<file path="src/rtl/hsvrh_pkg.sv">
// Shared constants, types and codes of the HSV region histogram.
`default_nettype none
package hsvrh_pkg;

  localparam int HUE_BINS   = 10;
  localparam int SAT_BINS   = 10;
  localparam int VAL_BINS   = 10;
  localparam int COUNT_BITS = 25;

  localparam int NBINS  = HUE_BINS * SAT_BINS + VAL_BINS;
  localparam int ADDR_W = $clog2(NBINS);

  localparam int BIN_W   = 7;
  localparam int RES_W   = 30;
  localparam int HUE_W   = 16;
  localparam int FRAC_W  = 13;
  localparam int POS_W   = 12;
  localparam int RECT_W  = 64;
  localparam int THR_W   = 13;
  localparam int HUE_X_W = 23;
  localparam int FRAC_X_W = 20;
  localparam int UNIT_SHIFT = 12;
  localparam int HUE_FULL = 46080;

  localparam int HEAVY_LO = 80;
  localparam int HEAVY_HI = 100;
  localparam int HEAVY_W  = 40;
  localparam int PROD_W   = COUNT_BITS + 6;

  localparam logic [RES_W-1:0]      MAX30     = {RES_W{1'b1}};
  localparam logic [COUNT_BITS-1:0] COUNT_MAX = {COUNT_BITS{1'b1}};

  localparam logic [THR_W-1:0] SAT_THR_RST = THR_W'(410);
  localparam logic [THR_W-1:0] VAL_THR_RST = THR_W'(819);

  localparam int IN_DATA_W  = 80;
  localparam int OUT_DATA_W = 72;

  typedef enum logic [1:0] {
    MODE_PIXEL    = 2'd0,
    MODE_CLEAR    = 2'd1,
    MODE_READ_RAW = 2'd2,
    MODE_READ_WGT = 2'd3
  } mode_t;

  typedef enum logic [1:0] {
    REG_OUTER_RECT = 2'd0,
    REG_INNER_RECT = 2'd1,
    REG_SAT_THR    = 2'd2,
    REG_VAL_THR    = 2'd3
  } reg_idx_t;

  // pixel bin lookup result
  typedef struct packed {
    logic [ADDR_W-1:0] addr;
    logic              in_area;
  } bin_info_t;

  // word held between the memory read and the update
  typedef struct packed {
    mode_t             mode;
    logic [ADDR_W-1:0] addr;
    logic              in_range;
    logic              in_area;
    logic [BIN_W-1:0]  sel;
  } s1_t;

  // one finished result word
  typedef struct packed {
    logic [RES_W-1:0] weighted_total;
    logic [RES_W-1:0] bin_count;
    logic             counted;
    logic [BIN_W-1:0] bin_used;
  } result_t;

endpackage
`default_nettype wire

</file>
<file path="src/rtl/hsvrh_ram.sv">
// Generic single-write, single-read RAM with registered read data.
`default_nettype none
module hsvrh_ram #(
  parameter int WIDTH = 8,
  parameter int DEPTH = 16
) (
  input  wire logic                     clk,
  input  wire logic                     we,
  input  wire logic [$clog2(DEPTH)-1:0] waddr,
  input  wire logic [WIDTH-1:0]         wdata,
  input  wire logic                     re,
  input  wire logic [$clog2(DEPTH)-1:0] raddr,
  output logic      [WIDTH-1:0]         rdata
);

  logic [WIDTH-1:0] mem [DEPTH];

  always_ff @(posedge clk) begin
    if (we) begin
      mem[waddr] <= wdata;
    end
    if (re) begin
      rdata <= mem[raddr];
    end
  end

endmodule
`default_nettype wire

</file>
<file path="src/rtl/hsvrh_bin_map.sv">
// Pixel to bin mapping and region test (ring of outer minus inner rectangle).
`default_nettype none
module hsvrh_bin_map import hsvrh_pkg::*; (
  input  wire logic [POS_W-1:0]  row,
  input  wire logic [POS_W-1:0]  col,
  input  wire logic [HUE_W-1:0]  hue,
  input  wire logic [FRAC_W-1:0] sat,
  input  wire logic [FRAC_W-1:0] val,
  input  wire logic [RECT_W-1:0] outer_rect,
  input  wire logic [RECT_W-1:0] inner_rect,
  input  wire logic [THR_W-1:0]  sat_thr,
  input  wire logic [THR_W-1:0]  val_thr,
  output bin_info_t              info
);

  logic [HUE_X_W-1:0]  hue_x;
  logic [FRAC_X_W-1:0] sat_x;
  logic [FRAC_X_W-1:0] val_x;
  logic [ADDR_W-1:0]   hd;
  logic [ADDR_W-1:0]   sd;
  logic [ADDR_W-1:0]   vd;
  logic [ADDR_W-1:0]   sd_raw;
  logic [ADDR_W-1:0]   vd_raw;

  logic signed [17:0] r_s, c_s;
  logic signed [17:0] ox, oy, ow, oh, ix, iy, iw, ih;
  logic               in_outer, in_inner;

  assign hue_x = HUE_X_W'(hue) * HUE_X_W'(HUE_BINS);
  assign sat_x = FRAC_X_W'(sat) * FRAC_X_W'(SAT_BINS);
  assign val_x = FRAC_X_W'(val) * FRAC_X_W'(VAL_BINS);

  // hue digit: highest k with hue*HUE_BINS >= k*HUE_FULL
  always_comb begin
    hd = '0;
    for (int k = 1; k < HUE_BINS; k++) begin
      if (hue_x >= HUE_X_W'(k * HUE_FULL)) begin
        hd = ADDR_W'(k);
      end
    end
  end

  assign sd_raw = ADDR_W'(sat_x >> UNIT_SHIFT);
  assign vd_raw = ADDR_W'(val_x >> UNIT_SHIFT);
  assign sd = ((sat_x >> UNIT_SHIFT) > FRAC_X_W'(SAT_BINS - 1)) ? ADDR_W'(SAT_BINS - 1)
                                                                : sd_raw;
  assign vd = ((val_x >> UNIT_SHIFT) > FRAC_X_W'(VAL_BINS - 1)) ? ADDR_W'(VAL_BINS - 1)
                                                                : vd_raw;

  always_comb begin
    if ((sat < sat_thr) || (val < val_thr)) begin
      info.addr = ADDR_W'(HUE_BINS * SAT_BINS) + vd;
    end else begin
      info.addr = ADDR_W'(sd * ADDR_W'(HUE_BINS)) + hd;
    end
  end

  assign r_s = 18'(signed'({1'b0, row}));
  assign c_s = 18'(signed'({1'b0, col}));
  assign ox  = 18'(signed'(outer_rect[15:0]));
  assign oy  = 18'(signed'(outer_rect[31:16]));
  assign ow  = 18'(signed'({1'b0, outer_rect[47:32]}));
  assign oh  = 18'(signed'({1'b0, outer_rect[63:48]}));
  assign ix  = 18'(signed'(inner_rect[15:0]));
  assign iy  = 18'(signed'(inner_rect[31:16]));
  assign iw  = 18'(signed'({1'b0, inner_rect[47:32]}));
  assign ih  = 18'(signed'({1'b0, inner_rect[63:48]}));

  assign in_outer = (r_s >= oy) && (r_s < oy + oh) && (c_s >= ox) && (c_s < ox + ow);
  // inner box is open on the low side, closed on the high side
  assign in_inner = (r_s > iy) && (r_s <= iy + ih) && (c_s > ix) && (c_s <= ix + iw);

  assign info.in_area = in_outer && !in_inner;

endmodule
`default_nettype wire

</file>
<file path="src/rtl/hsvrh_count_upd.sv">
// Bin read-modify-write: entry valid bits, write forwarding and running total.
`default_nettype none
module hsvrh_count_upd import hsvrh_pkg::*; (
  input  wire logic                  clk,
  input  wire logic                  rst_n,
  input  wire logic                  adv,
  input  wire s1_t                   s1,
  input  wire logic [COUNT_BITS-1:0] ram_q,
  output logic                       wr_en,
  output logic [ADDR_W-1:0]          wr_addr,
  output logic [COUNT_BITS-1:0]      wr_data,
  output result_t                    res
);

  logic [NBINS-1:0]      valid_r, valid_nxt;
  logic                  fwd_vld_r, fwd_vld_nxt;
  logic [ADDR_W-1:0]     fwd_addr_r;
  logic [COUNT_BITS-1:0] fwd_data_r;
  logic [RES_W-1:0]      total_r, total_nxt;

  logic [COUNT_BITS-1:0] cur;
  logic [COUNT_BITS-1:0] cnt_now;
  logic                  heavy;
  logic [5:0]            weight;
  logic                  do_inc;
  logic [RES_W:0]        total_sum;
  logic [PROD_W-1:0]     prod;
  logic [PROD_W-1:0]     cnt_sel;

  // entry never written since reset or clear reads as zero; the last write
  // is forwarded since its read may have raced it
  always_comb begin
    if (!s1.in_range || !valid_r[s1.addr]) begin
      cur = '0;
    end else if (fwd_vld_r && (fwd_addr_r == s1.addr)) begin
      cur = fwd_data_r;
    end else begin
      cur = ram_q;
    end
  end

  assign heavy  = (s1.addr >= ADDR_W'(HEAVY_LO)) && (s1.addr < ADDR_W'(HEAVY_HI));
  assign weight = heavy ? 6'(HEAVY_W) : 6'd1;

  assign do_inc  = (s1.mode == MODE_PIXEL) && s1.in_area && (cur != COUNT_MAX);
  assign cnt_now = do_inc ? cur + 1'b1 : cur;

  assign total_sum = (RES_W + 1)'(total_r) + (RES_W + 1)'(weight);

  assign prod    = PROD_W'(cur) * PROD_W'(weight);
  assign cnt_sel = (s1.mode == MODE_READ_WGT) ? prod : PROD_W'(cnt_now);

  always_comb begin
    res = '0;
    case (s1.mode)
      MODE_PIXEL: begin
        res.bin_used = BIN_W'(s1.addr);
        res.counted  = s1.in_area;
      end
      MODE_CLEAR: begin
        res.bin_used = '0;
      end
      MODE_READ_RAW, MODE_READ_WGT: begin
        res.bin_used = s1.sel;
      end
      default: begin
        res.bin_used = '0;
      end
    endcase
    if (s1.mode != MODE_CLEAR) begin
      if (64'(cnt_sel) > 64'(MAX30)) begin
        res.bin_count = MAX30;
      end else begin
        res.bin_count = RES_W'(cnt_sel);
      end
    end
    res.weighted_total = total_nxt;
  end

  always_comb begin
    valid_nxt   = valid_r;
    fwd_vld_nxt = fwd_vld_r;
    total_nxt   = total_r;
    if (s1.mode == MODE_CLEAR) begin
      valid_nxt   = '0;
      fwd_vld_nxt = 1'b0;
      total_nxt   = '0;
    end else if (do_inc) begin
      valid_nxt[s1.addr] = 1'b1;
      fwd_vld_nxt        = 1'b1;
      total_nxt          = total_sum[RES_W] ? MAX30 : total_sum[RES_W-1:0];
    end
  end

  assign wr_en   = adv && do_inc;
  assign wr_addr = s1.addr;
  assign wr_data = cnt_now;

  always_ff @(posedge clk) begin
    if (!rst_n) begin
      valid_r   <= '0;
      fwd_vld_r <= 1'b0;
      total_r   <= '0;
    end else if (adv) begin
      valid_r   <= valid_nxt;
      fwd_vld_r <= fwd_vld_nxt;
      total_r   <= total_nxt;
    end
  end

  always_ff @(posedge clk) begin
    if (wr_en) begin
      fwd_addr_r <= wr_addr;
      fwd_data_r <= wr_data;
    end
  end

endmodule
`default_nettype wire

</file>
<file path="src/rtl/hsv_region_histogram_unit.sv">
// An accepted word is registered in the read stage, then updated into the output register.
// Throughput: one word per cycle while out_tready is high, including back-to-back pixels
// to the same bin (the last bin write is forwarded into the read-modify-write).
// A clear word drops the per-bin valid flops and the total.
// Reset (rst_n low, synchronous) empties the pipeline, zeroes all bins and the total,
// and loads the register defaults; no memory sweep is needed.
`default_nettype none
module hsv_region_histogram_unit import hsvrh_pkg::*; (
  input  wire logic                  clk,
  input  wire logic                  rst_n,
  // cfg_index: 0 outer_rect, 1 inner_rect, 2 sat_threshold, 3 val_threshold
  input  wire logic                  cfg_valid,
  output logic                       cfg_ready,
  input  wire logic [1:0]            cfg_index,
  input  wire logic [RECT_W-1:0]     cfg_data,
  input  wire logic                  in_tvalid,
  output logic                       in_tready,
  // row[11:0], col[23:12], hue[39:24], sat[52:40], val[65:53], bin_select[72:66]
  input  wire logic [IN_DATA_W-1:0]  in_tdata,
  // mode[1:0]
  input  wire logic [1:0]            in_tuser,
  output logic                       out_tvalid,
  input  wire logic                  out_tready,
  // bin_used[6:0], counted[7], bin_count[37:8], weighted_total[67:38]
  output logic [OUT_DATA_W-1:0]      out_tdata
);

  logic [RECT_W-1:0] outer_rect_r, inner_rect_r;
  logic [THR_W-1:0]  sat_thr_r, val_thr_r;

  logic [POS_W-1:0]  in_row, in_col;
  logic [HUE_W-1:0]  in_hue;
  logic [FRAC_W-1:0] in_sat, in_val;
  logic [BIN_W-1:0]  in_sel;
  mode_t             in_mode;
  logic              in_acc;

  bin_info_t         pix;
  s1_t               s1_nxt, s1_r;
  logic              s1_vld_r;
  logic              adv;

  logic                  wr_en;
  logic [ADDR_W-1:0]     wr_addr;
  logic [COUNT_BITS-1:0] wr_data;
  logic [COUNT_BITS-1:0] ram_q;
  result_t               res;

  logic              out_vld_r;
  result_t           out_r;

  // configuration always taken; it applies to words accepted after the write edge
  assign cfg_ready = 1'b1;

  always_ff @(posedge clk) begin
    if (!rst_n) begin
      outer_rect_r <= '0;
      inner_rect_r <= '0;
      sat_thr_r    <= SAT_THR_RST;
      val_thr_r    <= VAL_THR_RST;
    end else if (cfg_valid && cfg_ready) begin
      case (reg_idx_t'(cfg_index))
        REG_OUTER_RECT: outer_rect_r <= cfg_data;
        REG_INNER_RECT: inner_rect_r <= cfg_data;
        REG_SAT_THR:    sat_thr_r    <= cfg_data[THR_W-1:0];
        REG_VAL_THR:    val_thr_r    <= cfg_data[THR_W-1:0];
        default: ;
      endcase
    end
  end

  assign in_row  = in_tdata[11:0];
  assign in_col  = in_tdata[23:12];
  assign in_hue  = in_tdata[39:24];
  assign in_sat  = in_tdata[52:40];
  assign in_val  = in_tdata[65:53];
  assign in_sel  = in_tdata[72:66];
  assign in_mode = mode_t'(in_tuser);

  hsvrh_bin_map u_bin_map (
    .row        (in_row),
    .col        (in_col),
    .hue        (in_hue),
    .sat        (in_sat),
    .val        (in_val),
    .outer_rect (outer_rect_r),
    .inner_rect (inner_rect_r),
    .sat_thr    (sat_thr_r),
    .val_thr    (val_thr_r),
    .info       (pix)
  );

  always_comb begin
    s1_nxt.mode    = in_mode;
    s1_nxt.sel     = in_sel;
    s1_nxt.in_area = pix.in_area;
    if (in_mode == MODE_PIXEL) begin
      s1_nxt.addr     = pix.addr;
      s1_nxt.in_range = 1'b1;
    end else begin
      s1_nxt.addr     = ADDR_W'(in_sel);
      s1_nxt.in_range = (in_mode != MODE_CLEAR) && (32'(in_sel) < 32'(NBINS));
    end
  end

  // update stage moves on when the output register is free or being drained
  assign adv       = s1_vld_r && (!out_vld_r || out_tready);
  assign in_tready = !s1_vld_r || adv;
  assign in_acc    = in_tvalid && in_tready;

  hsvrh_ram #(
    .WIDTH (COUNT_BITS),
    .DEPTH (NBINS)
  ) u_ram (
    .clk   (clk),
    .we    (wr_en),
    .waddr (wr_addr),
    .wdata (wr_data),
    .re    (in_acc),
    .raddr (s1_nxt.addr),
    .rdata (ram_q)
  );

  always_ff @(posedge clk) begin
    if (!rst_n) begin
      s1_vld_r <= 1'b0;
    end else if (in_tready) begin
      s1_vld_r <= in_tvalid;
    end
  end

  always_ff @(posedge clk) begin
    if (in_acc) begin
      s1_r <= s1_nxt;
    end
  end

  hsvrh_count_upd u_count_upd (
    .clk     (clk),
    .rst_n   (rst_n),
    .adv     (adv),
    .s1      (s1_r),
    .ram_q   (ram_q),
    .wr_en   (wr_en),
    .wr_addr (wr_addr),
    .wr_data (wr_data),
    .res     (res)
  );

  always_ff @(posedge clk) begin
    if (!rst_n) begin
      out_vld_r <= 1'b0;
    end else if (adv) begin
      out_vld_r <= 1'b1;
    end else if (out_tready) begin
      out_vld_r <= 1'b0;
    end
  end

  always_ff @(posedge clk) begin
    if (adv) begin
      out_r <= res;
    end
  end

  assign out_tvalid = out_vld_r;
  assign out_tdata  = OUT_DATA_W'(out_r);

endmodule
`default_nettype wire
</file>
<file path="config.mk">
export PLATFORM = sky130hd
export DESIGN_NAME = hsv_region_histogram_unit
export DESIGN_NICKNAME = d
export VERILOG_FILES = /design/src/rtl/hsvrh_pkg.sv /design/src/rtl/hsvrh_ram.sv /design/src/rtl/hsvrh_bin_map.sv /design/src/rtl/hsvrh_count_upd.sv /design/src/rtl/hsv_region_histogram_unit.sv
export SDC_FILE = /design/constraint.sdc
export NUM_CORES = 2
export LEC_CHECK = 0
export ABC_AREA = 1
export BUFFER_PORTS_ARGS = -buffer_cell sky130_fd_sc_hd__buf_2
export CORE_UTILIZATION = 48
export DETAILED_ROUTE_END_ITERATION = 6
export PLACE_DENSITY = 0.66
export SLEW_MARGIN = 20
export SYNTH_ARGS = -nofsm -noshare
export SYNTH_HDL_FRONTEND = slang
export SYNTH_HIERARCHICAL = 1
export SYNTH_SLANG_ARGS = --single-unit
</file>
<file path="constraint.sdc">
create_clock -name clk -period 9.5 [get_ports clk]
set_input_delay 1.425 -clock clk [delete_from_list [all_inputs] [get_ports clk]]
set_output_delay 1.425 -clock clk [all_outputs]
set_load 0.005 [all_outputs]
</file>
==> results.txt <==
----------------------------------------------------
[Status]
  Result of the run ... complete, but fails checks
  Violated checks ... DRC

[Detailed routing]
  Sum of routed wire length over all layers ... ~400000 µm
  DRC viols ... 2
  Initial DRT Pass Iterations ... 7
  Average wire per cell in the routed design ... approximately 22 µm
  Vias ... approximately 100k
  Starting DRC count in detailed routing ... 11700
  Number of routed nets with antenna violations ... 0
  Average vias per placed instance ... between 5 and 6

[STA]
  Ratio of final minimum period to clock period ... between 80 and 90%
  Unrepaired setup endpoints after global routing ... no
  Upper clock frequency limit ... approximately 0.13 GHz
  Setup TNS Final ... 0 ns
  Relative slew slack ... between 20% and 30%
  Final max-slew violation count ... 0
  Setup clock skew after layout ... ~0.063 ns
  Post-route worst hold slack ... ~0.46 ns
  Tightest Pin Transition ... around 1.2 ns
  Total count of hold-check failures in the final report ... 0
  Number of failing setup endpoints in the final timing report ... 0
  Post-route minimum period ... approximately 8 ns

[Yosys]
  Share of async-settable or async-resettable flops after synthesis ... 0%
  Post-Syn Area per Cell ... around 10 µm²
  EDFF count, synth ... just under 3000
  Count of mapped cells out of synthesis ... ~14000
  Seq/Total Area, Yosys ... approximately two thirds
  Register bit total from synthesis ... around 3200
  Post-synth top flop ... edfxtp_1
  Post-synth design cell area ... around 140000 µm²
  Count of warnings emitted by yosys ... 6
  Unique masters post-synth ... 60

[CTS]
  TritonCTS clock tree ... built
  Post-CTS sizing ... 0
  Clock-pin slew reported for the worst setup and hold paths after clock tree synthesis ... about 0.05 ns
  Total number of clock tree sinks ... roughly 3200
  CTS Hold Bufs ... 0
  Buffer depth of the longest clock path ... 4
  Clock root buffer master ... clkbuf_16
  H-tree Lvls ... 5
  Inserted Clock Buffers ... between 300 and 400
  Number of post-CTS setup repair buffers ... 0
  Clock insertion delay at the later pin of the skew report ... 0.96 ns

[Setup path]
  Crit path required time ... about 10 ns
  WP data arrival ... 8.40 ns
  Critical Setup Path Class ... reg2reg
  Startpoint class of the critical path ... flop
  Worst path bufs/invs ... 8
  Highest fanout seen on the critical path ... 30
  Critical Path Max Stage Delay ... 0.91 ns
  Endpoint of the lowest-slack register-to-register path ... u_ram/mem[98][24]$_DFFE_PP_
  Worst R2R Setup Slack ... about 1.7 ns
  Slowest cell on the critical path ... nand2_1
  Cell family with the largest share of critical-path delay ... simple AND/OR/NAND/NOR gates
  Path depth of the worst reg2reg path ... 28
  Category of the worst setup path capture point ... flop
  Critical path's most frequent cell ... nand2_1
  Beginning of the worst register-to-register path ... s1_r[10]$_DFFE_PP_
  Worst setup path startpoint ... s1_r[10]$_DFFE_PP_

[Global route]
  Overflow left after global routing ... 0
  Total global-route track usage ... between 20% and 30%
  Initial antenna violation count ... 14
  Global-route wire length before repair ... 595000 µm
  Vias in the first global route ... approximately 95000
  Largest net degree at the start of global routing ... 179

[Layout]
  Number of nets in the layout ... roughly 14000
  Commonest cells after routing, fill and taps aside ... 3929 x nand2_1, 2893 x edfxtp_1, 2624 x nand3_1, 680 x nor2_1, 647 x inv_1
  Final non-filler cell area ... between 150000 and 200000 µm²
  Non-filler instance count after layout ... between 15000 and 20000
  Share of cells above drive strength 1 ... 8.51%
  Most common library cell in the layout ignoring fill and taps ... nand2_1
  Final-layout fill cell count ... 25400
  Fin util ... a little over half
  Synth-to-layout area growth ... 11.1%

[Placed design]
  Global placement routability congestion ... between 0.9 and 1
  Number of placed cells counting well taps ... roughly 17000
  Count of input and output buffers ... ~220
  Post-detailed-placement half-perimeter wirelength ... approximately 230000 µm
  Standard cell area after detailed placement ... ~150000 µm²

[Floorplan]
  Die width ... about 550 µm
  Core box area ... between 200000 and 300000 µm²
  Number of rows in the core area ... 200
  Total die area ... around 300000 µm²
  Initial core utilization ... between 40% and 50%
  Number of top-level pins ... 228
  Die extent in y ... ~550 µm

[Power]
  Power density over the cells ... roughly 210 nW/µm²
  Leakage Power ... roughly 61 nW
  Peak VDD IR ... around 0.15 mV

[Min path]
  Hold path startpoint ... u_count_upd/valid_r[97]$_SDFFE_PN0P_
  Cell depth of the worst min-delay path ... 2
  Endpoint of the worst hold-timing path ... u_count_upd/valid_r[97]$_SDFFE_PN0P_
  Worst min path class ... reg2reg

[Run]
  Max-cap violations ... 0

----------------------------------------------------
[logic make-up (layout without fill, tap and decap cells)]
| family | Yosys count | count (layout) | synth area share (%) |
|---|---|---|---|
| compound gates | 911 | 911 | 3.44 |
| xor+xnor | 115 | 115 | 0.703 |
| fa+ha+maj | 374 | 374 | 3.41 |
| buf+inv | 1475 | 1805 | 4.78 |
| flops | 3190 | 3190 | 64.7 |
| mux | 1 | 1 | 0.00698 |
| other cells | 4 | 23 | 0.0105 |
| simple gates | 7650 | 7650 | 22.9 |
[per-stage QoR]
stage | total power (W) | setup slack, ns
2_1_floorplan | 0.0190 | 0.219
3_3_place_gp | 0.0207 | 1.74
3_5_place_dp | 0.0208 | 1.73
4_1_cts | 0.0336 | 1.83
5_1_grt | 0.0346 | 1.18
6_report | 0.0335 | 1.71
[synthesized netlist by cell type, types with 5 or more instances]
| cell type | number | area (µm²) |
|---|---|---|
| nand2_1 | 3934 | 14800 |
| edfxtp_1 | 2893 | 86900 |
| nand3_1 | 2624 | 13100 |
| nor2_1 | 785 | 2950 |
| inv_1 | 661 | 2480 |
| buf_2 | 369 | 1850 |
| ha_1 | 347 | 4340 |
| o21ai_0 | 313 | 1570 |
| dfxtp_1 | 297 | 5950 |
| a21oi_1 | 286 | 1430 |
| clkbuf_1 | 185 | 694 |
| o21ai_1 | 142 | 711 |
| buf_4 | 134 | 1010 |
| nand4_1 | 126 | 788 |
| nand3b_1 | 70 | 526 |
| o22ai_1 | 67 | 419 |
| xor2_1 | 65 | 569 |
| buf_1 | 62 | 233 |
| xnor2_1 | 50 | 438 |
| buf_6 | 44 | 495 |
| nor3_1 | 39 | 195 |
| o211ai_1 | 36 | 270 |
| fa_1 | 27 | 541 |
| and2_1 | 19 | 119 |
| nor4_1 | 14 | 87.6 |
| inv_2 | 13 | 48.8 |
| nand2_2 | 10 | 62.6 |
| o21bai_1 | 10 | 75.1 |
| nor2_2 | 8 | 50.1 |
| o2111ai_1 | 8 | 70.1 |
| o21a_1 | 8 | 60.1 |
| a21o_1 | 7 | 52.6 |
| a21boi_0 | 6 | 45.0 |
| o31ai_1 | 6 | 45.0 |
| a211oi_1 | 5 | 37.5 |
| nand3_2 | 5 | 50.1 |
[per-layer routing]
layer	wire length, µm	global-route usage, %	part of all wire (%)	up-vias
li1	-	-	-	47700
met1	165000	36.2	41	48900
met2	181000	40.7	45	4710
met3	39100	4.69	9.8	720
met4	16800	10.9	4.2	4
met5	28	0	0.0070	-
[worst min-delay path: cells and delay by family, from the launching register on]
kind            cells  cell delay (ns)
flops               1             0.32
compound gates      1             0.07
buf+inv             1             0.04
[flip-flops by register name, indices dropped and copies added (netlist names)]
name / count
u_count_upd/valid_r: 110
sat_thr_r: 13
out_tdata: 68
s1_vld_r: 1
u_ram/mem: 2750
out_tvalid: 1
u_count_upd/total_r: 30
u_ram/rdata: 25
outer_rect_r: 64
u_count_upd/fwd_addr_r: 7
s1_r: 18
inner_rect_r: 64
val_thr_r: 13
u_count_upd/fwd_data_r: 25
u_count_upd/fwd_vld_r: 1
[power breakdown]
part | total, W | internal, W | switching, W
clock network | 0.0129 | 0.00741 | 0.00553
registers | 0.0157 | 0.0156 | 0.0000673
logic | 0.00494 | 0.00125 | 0.00369
[final cells by class]
| type | count | area (µm²) | share of cell area [%] |
|---|---|---|---|
| Inverter | 680 | 2620 | 1.65 |
| Multi-Input combinational cell | 9060 | 44200 | 27.7 |
| Sequential cell | 3190 | 92800 | 58.3 |
| Tap cell | 3939 | 4930 | 3.09 |
| Timing Repair Buffer | 516 | 3970 | 2.49 |
| Clock inverter | 197 | 1900 | 1.20 |
| Clock buffer | 412 | 8890 | 5.58 |
| Antenna cell | 14 | 35.0 | 0.0220 |
[how the worst max path moves through the flow]
stage                                       end  slack (ns)  cells past startpoint
detailed placement     u_ram/rdata[6]$_DFFE_PP_        1.73                     33
finish              u_ram/mem[98][24]$_DFFE_PP_        1.71                     28
global placement       u_ram/rdata[6]$_DFFE_PP_        1.74                     32
global route             out_tdata[9]$_DFFE_PP_        1.18                     27
floorplan            u_ram/mem[67][0]$_DFFE_PP_        0.22                      9
CTS                     out_tdata[16]$_DFFE_PP_        1.83                     28
Note: power is estimated with default switching activity, not from simulation.
